`src/krt_pkg.sv`:
```
// shared types, codes and constants for the keyed record table
package krt_pkg;

    localparam int CNT_W = 6;

    localparam logic [2:0] REQ_WRITE  = 3'd0;
    localparam logic [2:0] REQ_CLEAR  = 3'd1;
    localparam logic [2:0] REQ_HEADER = 3'd2;
    localparam logic [2:0] REQ_ITEM   = 3'd3;
    localparam logic [2:0] REQ_DUMP   = 3'd4;

    localparam logic [1:0] ST_OK         = 2'd0;
    localparam logic [1:0] ST_FULL       = 2'd1;
    localparam logic [1:0] ST_BAD_COUNT  = 2'd2;
    localparam logic [1:0] ST_UNEXPECTED = 2'd3;

    localparam logic [15:0] HDR_ERASED = 16'hFFFF;

    typedef struct packed {
        logic [2:0]  req_type;
        logic [15:0] key;
        logic [15:0] value;
        logic [31:0] image_word;
    } t_req;

    typedef struct packed {
        logic [1:0]       status;
        logic [31:0]      out_word;
        logic [CNT_W-1:0] entries_used;
        logic             last;
    } t_res;

    // packed so that the 32-bit image is value<<16 | key
    typedef struct packed {
        logic [15:0] value;
        logic [15:0] key;
    } t_rec;

    typedef struct packed {
        logic             shift;
        logic             load;
        logic [CNT_W-1:0] sel;
    } t_cell_ctl;

    typedef enum logic [1:0] {
        S_IDLE,
        S_SWEEP,
        S_DUMP
    } t_state;

endpackage

```
`src/krt_cell.sv`:
```
// one record cell of the ring: direct load at its own position or shift from its neighbor
module krt_cell #(
    parameter int POS = 0
) (
    input  logic               i_clk,
    input  krt_pkg::t_cell_ctl i_ctl,
    input  krt_pkg::t_rec      i_ld_rec,
    input  krt_pkg::t_rec      i_prev,
    output krt_pkg::t_rec      o_rec
);

    krt_pkg::t_rec r_rec;

    always_ff @(posedge i_clk) begin
        if (i_ctl.load && (i_ctl.sel == krt_pkg::CNT_W'(POS))) begin
            r_rec <= i_ld_rec;
        end else if (i_ctl.shift) begin
            r_rec <= i_prev;
        end
    end

    assign o_rec = r_rec;

endmodule

```
`src/keyed_record_table_with_image.sv`:
```
// keyed record table: ring of record cells with search, append, image load and dump
//
//  channel   | signals                  | handshake
//  ----------+--------------------------+---------------------------------------
//  request   | start, busy, i_req       | beat taken when start=1 and busy=0
//  result    | o_strobe, o_res          | one cycle per beat, strobe marks it
//
//  clear, header, item, unknown and empty-table dump leave the block idle; result in the next cycle
//  write and a dump of a non-empty table keep the block busy while the ring turns once through cell 0
//  a dump gives its count word, then one record a cycle as it passes cell 0
//  synchronous active-low reset empties the table; the record cells are not cleared
//  results cannot be held off, so results leave as soon as they are made
module keyed_record_table_with_image #(
    parameter int ENTRIES = 32
) (
    input  logic          i_clk,
    input  logic          i_rst_n,
    input  logic          start,
    output logic          busy,
    input  krt_pkg::t_req i_req,
    output logic          o_strobe,
    output krt_pkg::t_res o_res
);

    localparam int CNT_W = krt_pkg::CNT_W;
    localparam int IDX_W = (ENTRIES > 1) ? $clog2(ENTRIES) : 1;
    localparam logic [CNT_W-1:0] ENT_C    = CNT_W'(ENTRIES);
    localparam logic [IDX_W-1:0] IDX_LAST = IDX_W'(ENTRIES - 1);

    krt_pkg::t_state    r_state, n_state;
    logic [CNT_W-1:0]   r_count, n_count;
    logic [CNT_W-1:0]   r_pend, n_pend;
    logic [IDX_W-1:0]   r_idx, n_idx;
    logic               r_found, n_found;
    logic               r_strobe, n_strobe;
    krt_pkg::t_res      r_res, n_res;
    logic [15:0]        r_key, r_val;

    krt_pkg::t_rec      c_rec [ENTRIES];
    krt_pkg::t_rec      tail;
    krt_pkg::t_rec      ld_rec;
    krt_pkg::t_cell_ctl ctl;

    logic               accept;
    logic [CNT_W-1:0]   idx_ext;
    logic [15:0]        hdr_cnt;

    assign accept  = start && (r_state == krt_pkg::S_IDLE);
    assign busy    = (r_state != krt_pkg::S_IDLE);
    assign idx_ext = CNT_W'(r_idx);
    assign hdr_cnt = i_req.image_word[15:0];
    assign ld_rec  = krt_pkg::t_rec'(i_req.image_word);

    // ring: cell i takes from cell i+1, the last cell takes the (edited) record of cell 0
    for (genvar g = 0; g < ENTRIES; g++) begin : g_cell
        if (g == ENTRIES - 1) begin : g_tail
            krt_cell #(.POS(g)) u_cell (
                .i_clk    (i_clk),
                .i_ctl    (ctl),
                .i_ld_rec (ld_rec),
                .i_prev   (tail),
                .o_rec    (c_rec[g])
            );
        end else begin : g_mid
            krt_cell #(.POS(g)) u_cell (
                .i_clk    (i_clk),
                .i_ctl    (ctl),
                .i_ld_rec (ld_rec),
                .i_prev   (c_rec[g+1]),
                .o_rec    (c_rec[g])
            );
        end
    end

    always_comb begin
        n_state   = r_state;
        n_count   = r_count;
        n_pend    = r_pend;
        n_idx     = r_idx;
        n_found   = r_found;
        n_strobe  = 1'b0;
        n_res     = '0;
        ctl.shift = 1'b0;
        ctl.load  = 1'b0;
        ctl.sel   = r_count;
        tail      = c_rec[0];

        unique case (r_state)
            krt_pkg::S_IDLE: begin
                if (accept) begin
                    unique case (i_req.req_type)
                        krt_pkg::REQ_WRITE: begin
                            n_pend  = '0;
                            n_idx   = '0;
                            n_found = 1'b0;
                            n_state = krt_pkg::S_SWEEP;
                        end
                        krt_pkg::REQ_CLEAR: begin
                            n_count  = '0;
                            n_pend   = '0;
                            n_strobe = 1'b1;
                            n_res    = '{krt_pkg::ST_OK, 32'd0, CNT_W'(0), 1'b1};
                        end
                        krt_pkg::REQ_HEADER: begin
                            n_count  = '0;
                            n_pend   = '0;
                            n_strobe = 1'b1;
                            n_res    = '{krt_pkg::ST_OK, 32'd0, CNT_W'(0), 1'b1};
                            if (hdr_cnt == 16'd0 || hdr_cnt == krt_pkg::HDR_ERASED) begin
                                n_res.status = krt_pkg::ST_OK;
                            end else if (hdr_cnt > 16'(ENTRIES)) begin
                                n_res.status = krt_pkg::ST_BAD_COUNT;
                            end else begin
                                n_pend = hdr_cnt[CNT_W-1:0];
                            end
                        end
                        krt_pkg::REQ_ITEM: begin
                            n_strobe = 1'b1;
                            if (r_pend == '0 || r_count >= ENT_C) begin
                                n_res = '{krt_pkg::ST_UNEXPECTED, 32'd0, r_count, 1'b1};
                            end else begin
                                ctl.load = 1'b1;
                                n_count  = r_count + 1'b1;
                                n_pend   = r_pend - 1'b1;
                                n_res    = '{krt_pkg::ST_OK, 32'd0, r_count + 1'b1, 1'b1};
                            end
                        end
                        krt_pkg::REQ_DUMP: begin
                            n_strobe = 1'b1;
                            n_res    = '{krt_pkg::ST_OK, 32'(r_count), r_count,
                                         (r_count == '0)};
                            if (r_count != '0) begin
                                n_idx   = '0;
                                n_state = krt_pkg::S_DUMP;
                            end
                        end
                        default: begin
                            n_strobe = 1'b1;
                            n_res    = '{krt_pkg::ST_OK, 32'd0, r_count, 1'b1};
                        end
                    endcase
                end
            end
            krt_pkg::S_SWEEP: begin
                ctl.shift = 1'b1;
                n_idx     = IDX_W'(r_idx + 1'b1);
                // first matching record gets the new value, else append at the fill point
                if (idx_ext < r_count && c_rec[0].key == r_key && !r_found) begin
                    tail.value = r_val;
                    n_found    = 1'b1;
                end else if (idx_ext == r_count && !r_found && r_count < ENT_C) begin
                    tail.value = r_val;
                    tail.key   = r_key;
                end
                if (r_idx == IDX_LAST) begin
                    n_idx    = '0;
                    n_state  = krt_pkg::S_IDLE;
                    n_strobe = 1'b1;
                    if (n_found) begin
                        n_res = '{krt_pkg::ST_OK, 32'd0, r_count, 1'b1};
                    end else if (r_count >= ENT_C) begin
                        n_res = '{krt_pkg::ST_FULL, 32'd0, r_count, 1'b1};
                    end else begin
                        n_count = r_count + 1'b1;
                        n_res   = '{krt_pkg::ST_OK, 32'd0, r_count + 1'b1, 1'b1};
                    end
                end
            end
            krt_pkg::S_DUMP: begin
                ctl.shift = 1'b1;
                n_idx     = IDX_W'(r_idx + 1'b1);
                if (idx_ext < r_count) begin
                    n_strobe = 1'b1;
                    n_res    = '{krt_pkg::ST_OK, 32'(c_rec[0]), r_count,
                                 (idx_ext == r_count - 1'b1)};
                end
                // keep turning until every record is back in its home cell
                if (r_idx == IDX_LAST) begin
                    n_idx   = '0;
                    n_state = krt_pkg::S_IDLE;
                end
            end
            default: begin
                n_state = krt_pkg::S_IDLE;
            end
        endcase
    end

    always_ff @(posedge i_clk) begin
        if (!i_rst_n) begin
            r_state  <= krt_pkg::S_IDLE;
            r_count  <= '0;
            r_pend   <= '0;
            r_idx    <= '0;
            r_found  <= 1'b0;
            r_strobe <= 1'b0;
        end else begin
            r_state  <= n_state;
            r_count  <= n_count;
            r_pend   <= n_pend;
            r_idx    <= n_idx;
            r_found  <= n_found;
            r_strobe <= n_strobe;
        end
    end

    always_ff @(posedge i_clk) begin
        r_res <= n_res;
        if (accept) begin
            r_key <= i_req.key;
            r_val <= i_req.value;
        end
    end

    assign o_strobe = r_strobe;
    assign o_res    = r_res;

    a_count_range: assert property (@(posedge i_clk) disable iff (!i_rst_n)
        r_count <= ENT_C)
        else $error("record count above capacity");

    a_pend_fits: assert property (@(posedge i_clk) disable iff (!i_rst_n)
        ({1'b0, r_count} + {1'b0, r_pend}) <= {1'b0, ENT_C})
        else $error("pending items overflow the table");

    a_sweep_quiet: assert property (@(posedge i_clk) disable iff (!i_rst_n)
        (r_state == krt_pkg::S_SWEEP && r_idx != IDX_LAST) |=> !r_strobe)
        else $error("result beat in the middle of a write sweep");

    a_dump_head: assert property (@(posedge i_clk) disable iff (!i_rst_n)
        (accept && i_req.req_type == krt_pkg::REQ_DUMP)
        |=> (r_strobe && r_res.out_word == 32'($past(r_count))))
        else $error("dump count beat missing");

endmodule

```
`config.mk`:
```
export PLATFORM = sky130hd
export DESIGN_NAME = keyed_record_table_with_image
export DESIGN_NICKNAME = d
export VERILOG_FILES = /design/src/krt_pkg.sv /design/src/krt_cell.sv /design/src/keyed_record_table_with_image.sv
export SDC_FILE = /design/constraint.sdc
export NUM_CORES = 1
export LEC_CHECK = 0
export ABC_AREA = 1
export BUFFER_PORTS_ARGS = -buffer_cell sky130_fd_sc_hd__buf_2
export CAP_MARGIN = 25
export CORE_MARGIN = 3
export CORE_UTILIZATION = 30
export CTS_BUF_LIST = sky130_fd_sc_hd__clkbuf_16
export DETAILED_ROUTE_END_ITERATION = 12
export GPL_ROUTABILITY_DRIVEN = 0
export HOLD_SLACK_MARGIN = 0.02
export PLACE_DENSITY = 0.54
export SYNTH_ARGS = -nofsm -noshare
export SYNTH_HDL_FRONTEND = slang
export SYNTH_SLANG_ARGS = --single-unit
```
`constraint.sdc`:
```
create_clock -name i_clk -period 8.45 [get_ports i_clk]
set_input_delay 1.2675 -clock i_clk [delete_from_list [all_inputs] [get_ports i_clk]]
set_output_delay 1.2675 -clock i_clk [all_outputs]
set_load 0.01 [all_outputs]
```
-- Yosys cells after proc, flatten, opt, wreduce, memory -nomap -nowiden
Index checks and enable logic that the tools add are counted.
- word-level logic and storage cells: 341
- flip-flop bits (word level): 1118
- input bits: 70
- output and inout bits: 43
- multiplexer cells: 114
- add/subtract/negate cells: 4
- reduce and logical (&&, ||, !) cells: 90
- eq/ne operators: 53
- order comparisons: 4
- operators by type and width (kind ; number):
    32-bit two-way mux ; 66
    41-bit case mux with 5 select lines ; 1
    41-bit case mux with 3 select lines ; 1
    40-bit two-way mux ; 3
    6-bit by 5-bit == test with 1-bit output, second input constant ; 16
    41-bit two-way mux ; 2
    2-bit nonzero test ; 35
    6-bit by 4-bit == test with 1-bit output, second input constant ; 8
    6-bit two-way mux ; 8
    39-bit two-way mux ; 1
    1-bit logical AND ; 37
    16-bit two-way mux ; 2
    6-bit by 3-bit == test with 1-bit output, second input constant ; 4
    6-bit case mux with 2 select lines ; 2
    5-bit case mux with 2 select lines ; 2
    6-bit case mux with 3 select lines ; 1
    16-bit == test ; 1
    16-bit == test, second input constant ; 1
    16-bit by 6-bit > comparator with 1-bit output, second input constant ; 1
    16-bit zero test ; 1
    5-bit two-way mux ; 3
    1-bit two-way mux ; 13
    5-bit by 6-bit == test with 1-bit output ; 2
    6-bit by 2-bit == test with 1-bit output, second input constant ; 2
    33 further kinds ; 52

-- Depth between registers and ports, before layout
- depth in word-level cells: 8
- depth in mapped cells: 14
- depth with buffers taken out: 13

-- By module
Synthesis repeated with hierarchy kept, for this count alone.
- cells, all modules: 5443
- area, all modules: 52806.9 µm²
- by module, submodules not included (module ; cells each ; times used ; area an instance (µm²) ; seq. area each (µm²)):
    krt_cell at g_cell[12].g_mid.u_cell ... ; 148 ; 7 ; 1452.6 ; 960.9
    krt_cell at g_cell[16].g_mid.u_cell ... ; 149 ; 5 ; 1456.4 ; 960.9
    krt_cell at g_cell[10].g_mid.u_cell ... ; 155 ; 4 ; 1550.2 ; 960.9
    krt_cell at g_cell[21].g_mid.u_cell ... ; 149 ; 4 ; 1507.7 ; 960.9
    keyed_record_table_with_image ; 647 ; 1 ; 4793.3 ; 2202.1
    krt_cell at g_cell[17].g_mid.u_cell ... ; 154 ; 2 ; 1605.3 ; 960.9
    krt_cell at g_cell[13].g_mid.u_cell ... ; 155 ; 2 ; 1560.2 ; 960.9
    krt_cell at g_cell[11].g_mid.u_cell ... ; 149 ; 2 ; 1521.5 ; 960.9
    krt_cell at g_cell[23].g_mid.u_cell ... ; 146 ; 2 ; 1496.4 ; 960.9
    krt_cell at g_cell[28].g_mid.u_cell ; 147 ; 1 ; 1524.0 ; 960.9
    krt_cell at g_cell[19].g_mid.u_cell ; 147 ; 1 ; 1500.2 ; 960.9
    krt_cell at g_cell[31].g_tail.u_cell ; 147 ; 1 ; 1480.2 ; 960.9
    krt_cell at g_cell[0].g_mid.u_cell ; 150 ; 1 ; 1460.2 ; 960.9

-- Worst setup path after synthesis
No wires, ideal clock.
- path kind: input to register
- start: input port i_req[66] (netlist name)
- end: register g_cell[31].g_tail.u_cell.r_rec (netlist bit g_cell[31].g_tail.u_cell.o_rec[0]), enable pin
- buffers on the path: 3
- arrival time: 3.276 ns
- setup slack: 4.784 ns
- required time: 8.061 ns
- setup time: 0.389 ns
- stages: 8
- cells stage by stage: buf_6 nor3_4 inv_2 nor3_4 buf_6 nand4_4 buf_1 nand2_1
- word-level cells in the longest chain between the ends: 6
- ends and longest elaborated chain (item ; RTL line ; RTL):
    start, declared ; keyed_record_table_with_image.sv:20 ; input krt_pkg::t_req i_req,
    3-bit by 2-bit == test with 1-bit output ; keyed_record_table_with_image.sv:91 ; unique case (i_req.req_type)
    1-bit two-way mux ; keyed_record_table_with_image.sv:91 ;
    1-bit two-way mux ; keyed_record_table_with_image.sv:90 ; if (accept) begin
    1-bit two-way mux ; keyed_record_table_with_image.sv:88 ; unique case (r_state)
    1-bit logical AND ; krt_cell.sv:15 ; if (i_ctl.load && (i_ctl.sel == krt_pkg::CNT_W'(POS))) begin
    2-bit nonzero test (no source line) ; - ;
    end signal, assigned ; krt_cell.sv:16 ; r_rec <= i_ld_rec;
    end signal, assigned ; krt_cell.sv:18 ; r_rec <= i_prev;
    end, declared ; krt_cell.sv:12 ; krt_pkg::t_rec r_rec;
Every way passes these cells.
A chain may end at the register's enable or synchronous reset.

-- Worst setup path in the final report
Same ends and word-level chain as after synthesis.

==> parameters.txt <==
Parameter                              Value

Setup path
  Path type of the worst setup path ... in2reg
  Kind of capture point of the worst setup path ... flip-flop
  Cell with the most instances on the worst path ... sky130_fd_sc_hd__buf_4
  Cell with the largest stage delay on the worst path ... sky130_fd_sc_hd__buf_4
  Type of element launching the critical path ... input port
  Endpoint required time on the critical path ... between 8000 and 9000 ps
  Arrival time of data at the critical path endpoint ... 4050 ps
  Largest fanout on the critical path ... 50
  Series of cell instances along the critical path ... buf_2, nor3_4, inv_2, nor3_4, buf_4, nand4_4, buf_4, nand2_1, buf_4
  Crit-path max cell delay ... about 540 ps

Timing
  Worst-Margin Slew ... about 1100 ps
  Count of final max-slew check failures ... 0
  RSZ-0062 raised after global routing ... no
  Number of hold violations in the final report ... 0
  Final-report setup violation count ... 0
  Min Clock Period, post-route ... 3657 ps
  Final critical-path share of the clock period ... 43.28%
  Max Freq ... approximately 0.27 GHz
  Worst setup margin ... 4793 ps
  Post-Route Skew ... 33.52 ps
  TNS Setup ... 0 ps
  Worst slew slack as a fraction of its limit ... between 20% and 30%

Cells and area
  Synth-to-layout area growth ... 10.96%
  Highest-count cells in the layout ignoring fill and taps ... sky130_fd_sc_hd__nand2_1 (1191), sky130_fd_sc_hd__edfxtp_1 (1056), sky130_fd_sc_hd__o21ai_1 (608)
  Commonest non-fill, non-tap cell in the layout ... sky130_fd_sc_hd__nand2_1
  Fraction of final layout cells sized beyond drive strength 1 ... about 9.2%
  Nets ... approximately 4200
  Final non-filler cell area ... roughly 53000 um2
  Final Instance Count excl. Fillers ... approximately 6300
  Count of fill cells added during filler insertion ... 15600

Placement
  Instance area at placement ... between 40000 and 50000 um2
  Port Buf Inserts ... roughly 110
  Placed insts ... 6063
  Detail Placement HPWL ... 75860 um
  Post-Place Setup Slack ... about 4100 ps

Global route
  Total grt overflow ... 0
  Largest net degree at the start of global routing ... between 60 and 70
  GRT busiest layer ... met1
  Total routing resource utilization after global routing ... around 15%
  Wire length of the first global-routing pass ... 189100 um
  Vias in the first global route ... a little under 30000
  GRT met2 Usage ... about 22%
  Initial antenna violation count ... 8
  GR Layer Usage met1 ... a little under a quarter
  GR Layer Usage met3 ... roughly 3.3%

Clock tree
  Number of buffers created by CTS ... between 100 and 150
  Number of hold-repair buffers added at the cts stage ... 0
  CTS sink cnt ... between 1000 and 1500
  Clock tree root driver cell ... sky130_fd_sc_hd__clkbuf_16
  Clock tree buffer depth ... 3
  Clock tree from TritonCTS ... built
  Number of post-CTS setup repair buffers ... 0
  Latest clock arrival within the worst-skew pair ... about 730 ps
  Clock slew at the register clock pins of the worst setup and hold paths ... roughly 60 ps
  Gates resized, CTS repair ... 0
  H-Tree Level Count ... 3

Route
  Final wirelength ... between 100000 and 150000 um
  DRC violations left ... 0
  Post-route antenna net violation count ... 0
  Via count ... approximately 30000
  Routed length per placed instance ... between 20 and 25 um
  Via count normalized by instance count ... a little under 5
  First DRT Iteration DRCs ... 3253
  Number of iterations in the first detailed-routing pass ... 6

Die
  Height of the chip ... around 400 um
  Effective utilization at floorplan ... a little under a third
  Std cell rows ... approximately 150
  Area of the die ... about 160000 um2
  Io pins ... about 110
  Placeable core region ... around 160000 um2
  Floorplan die width ... roughly 400 um

Flow run
  Number of max-cap violations ... 0

Synthesis
  Number of enable flip-flop cells after synthesis ... 1056
  Post-synthesis async set-or-reset flop share ... 0%
  Synth Instances ... about 4100
  FF+latch count, synth ... about 1100
  Synthesized netlist net count ... about 4200
  Most used DFF post-synth ... sky130_fd_sc_hd__edfxtp_1
  Post-synthesis area per instance ... ~11 um2
  Number of warning messages in the yosys log ... 0
  Post-synth design cell area ... between 40000 and 50000 um2
  Sequential element share of the synthesized area ... between 60 and 70%
  Count of distinct cell types in the synthesized netlist ... 38

Power and ir drop
  Leakage power figure ... just over 20 nW
  Maximum resistive drop on vdd ... around 0.16 mV
  Power density normalized to cell area ... 225.8 nW/um2

Status
  Status ... finished, final reports clean

Worst hold path
  Hold WC Path Type ... reg2reg
==> flip-flops by register name, indices dropped and copies added, names as in the netlist <==
signal / cells
o_strobe: 1
r_pend: 6
g_cell.g_tail.u_cell.o_rec: 32
r_idx: 5
g_cell.g_mid.u_cell.o_rec: 992
r_val: 16
o_res: 41
r_key: 16
r_found: 1
r_state: 2
r_count: 6
==> worst max-delay path, delay by kind of cell <==
family	cells	cell delay (ps)
and+or+nand+nor	4	1100
buffers and inverters	5	1600
==> final cells by class <==
type | count | area (um2) | area share (%)
diodes | 4 | 10.01 | 0.01904
flip-flops and latches | 1118 | 32950 | 62.68
clock buffers | 114 | 2853 | 5.426
well taps | 2058 | 2575 | 4.898
inverters | 131 | 491.7 | 0.9353
repair buffers | 221 | 1559 | 2.965
multi-input cells | 2536 | 11530 | 21.94
clock inverters | 90 | 599.3 | 1.140
==> cells in the mapped netlist (2+ instances only) <==
cell | n | area share (%)
sky130_fd_sc_hd__xor2_1 | 11 | 0.20
sky130_fd_sc_hd__buf_4 | 9 | 0.14
sky130_fd_sc_hd__nand4_2 | 7 | 0.18
sky130_fd_sc_hd__nand2_1 | 1191 | 9.4
sky130_fd_sc_hd__nand3_1 | 74 | 0.78
sky130_fd_sc_hd__inv_2 | 3 | 0.024
sky130_fd_sc_hd__nor3_4 | 2 | 0.069
sky130_fd_sc_hd__clkbuf_1 | 163 | 1.3
sky130_fd_sc_hd__buf_6 | 134 | 3.2
sky130_fd_sc_hd__edfxtp_1 | 1056 | 67
sky130_fd_sc_hd__inv_1 | 127 | 1.0
sky130_fd_sc_hd__buf_2 | 43 | 0.45
sky130_fd_sc_hd__xnor2_1 | 4 | 0.074
sky130_fd_sc_hd__buf_1 | 2 | 0.016
sky130_fd_sc_hd__nand4_1 | 33 | 0.44
sky130_fd_sc_hd__dfxtp_1 | 62 | 2.6
sky130_fd_sc_hd__o21ai_0 | 434 | 4.6
sky130_fd_sc_hd__nor2_1 | 71 | 0.56
sky130_fd_sc_hd__o32ai_1 | 6 | 0.11
sky130_fd_sc_hd__a21oi_1 | 35 | 0.37
sky130_fd_sc_hd__o21ai_1 | 608 | 6.4
sky130_fd_sc_hd__nand3b_1 | 16 | 0.25
sky130_fd_sc_hd__ha_1 | 17 | 0.45
sky130_fd_sc_hd__a31oi_1 | 5 | 0.066
sky130_fd_sc_hd__o22ai_1 | 2 | 0.026
sky130_fd_sc_hd__nor3_1 | 9 | 0.095
==> path summary, 6_finish.rpt <==
kind | start | endpoint | slack, ps | cells past startpoint
worst max-delay path | i_req[66] | g_cell[31].g_tail.u_cell.o_rec[0]$_DFFE_PP_ | 4790 | 9
worst min-delay path | g_cell[9].g_mid.u_cell.o_rec[16]$_DFFE_PP_ | g_cell[8].g_mid.u_cell.o_rec[16]$_DFFE_PP_ | 510 | 2
worst max register to register | r_state[1]$_SDFFE_PN0P_ | g_cell[31].g_tail.u_cell.o_rec[0]$_DFFE_PP_ | 4930 | 9
worst min register to register | g_cell[9].g_mid.u_cell.o_rec[16]$_DFFE_PP_ | g_cell[8].g_mid.u_cell.o_rec[16]$_DFFE_PP_ | 510 | 2
==> per-layer routing <==
layer	wire [um]	up-vias
met5	27	-
met4	3436	4
met3	9473	190
met2	53880	989
met1	60910	14790
li1	-	14490
==> per-stage QoR <==
stage / hold slack [ps] / power [mW] / util (%)
after floorplan: 451.8 / 6.927 / -
after global placement: 486.9 / 7.239 / 31.20
after detailed placement: 481.4 / 7.250 / 31.36
after CTS: 500.2 / 11.97 / 33.57
after global routing: 533.0 / 12.28 / 33.57
final: 507.2 / 11.87 / 33.58
==> where the power goes <==
| group | switching [mW] | internal (mW) |
|---|---|---|
| combinational | 0.513 | 0.174 |
| sequential | 0.0900 | 6.37 |
| clock | 2.11 | 2.62 |
| total | 2.71 | 9.16 |
==> cell families after synthesis <==
family,share of synthesized area [%]
adder cells (fa/ha/maj),0.4489
AO/OA/AOI/OAI,11.64
flip-flops,69.55
AND/OR/NAND/NOR,11.96
buffers and inverters,6.126
XOR/XNOR,0.2773
Note: power is estimated with default switching activity, not from simulation.
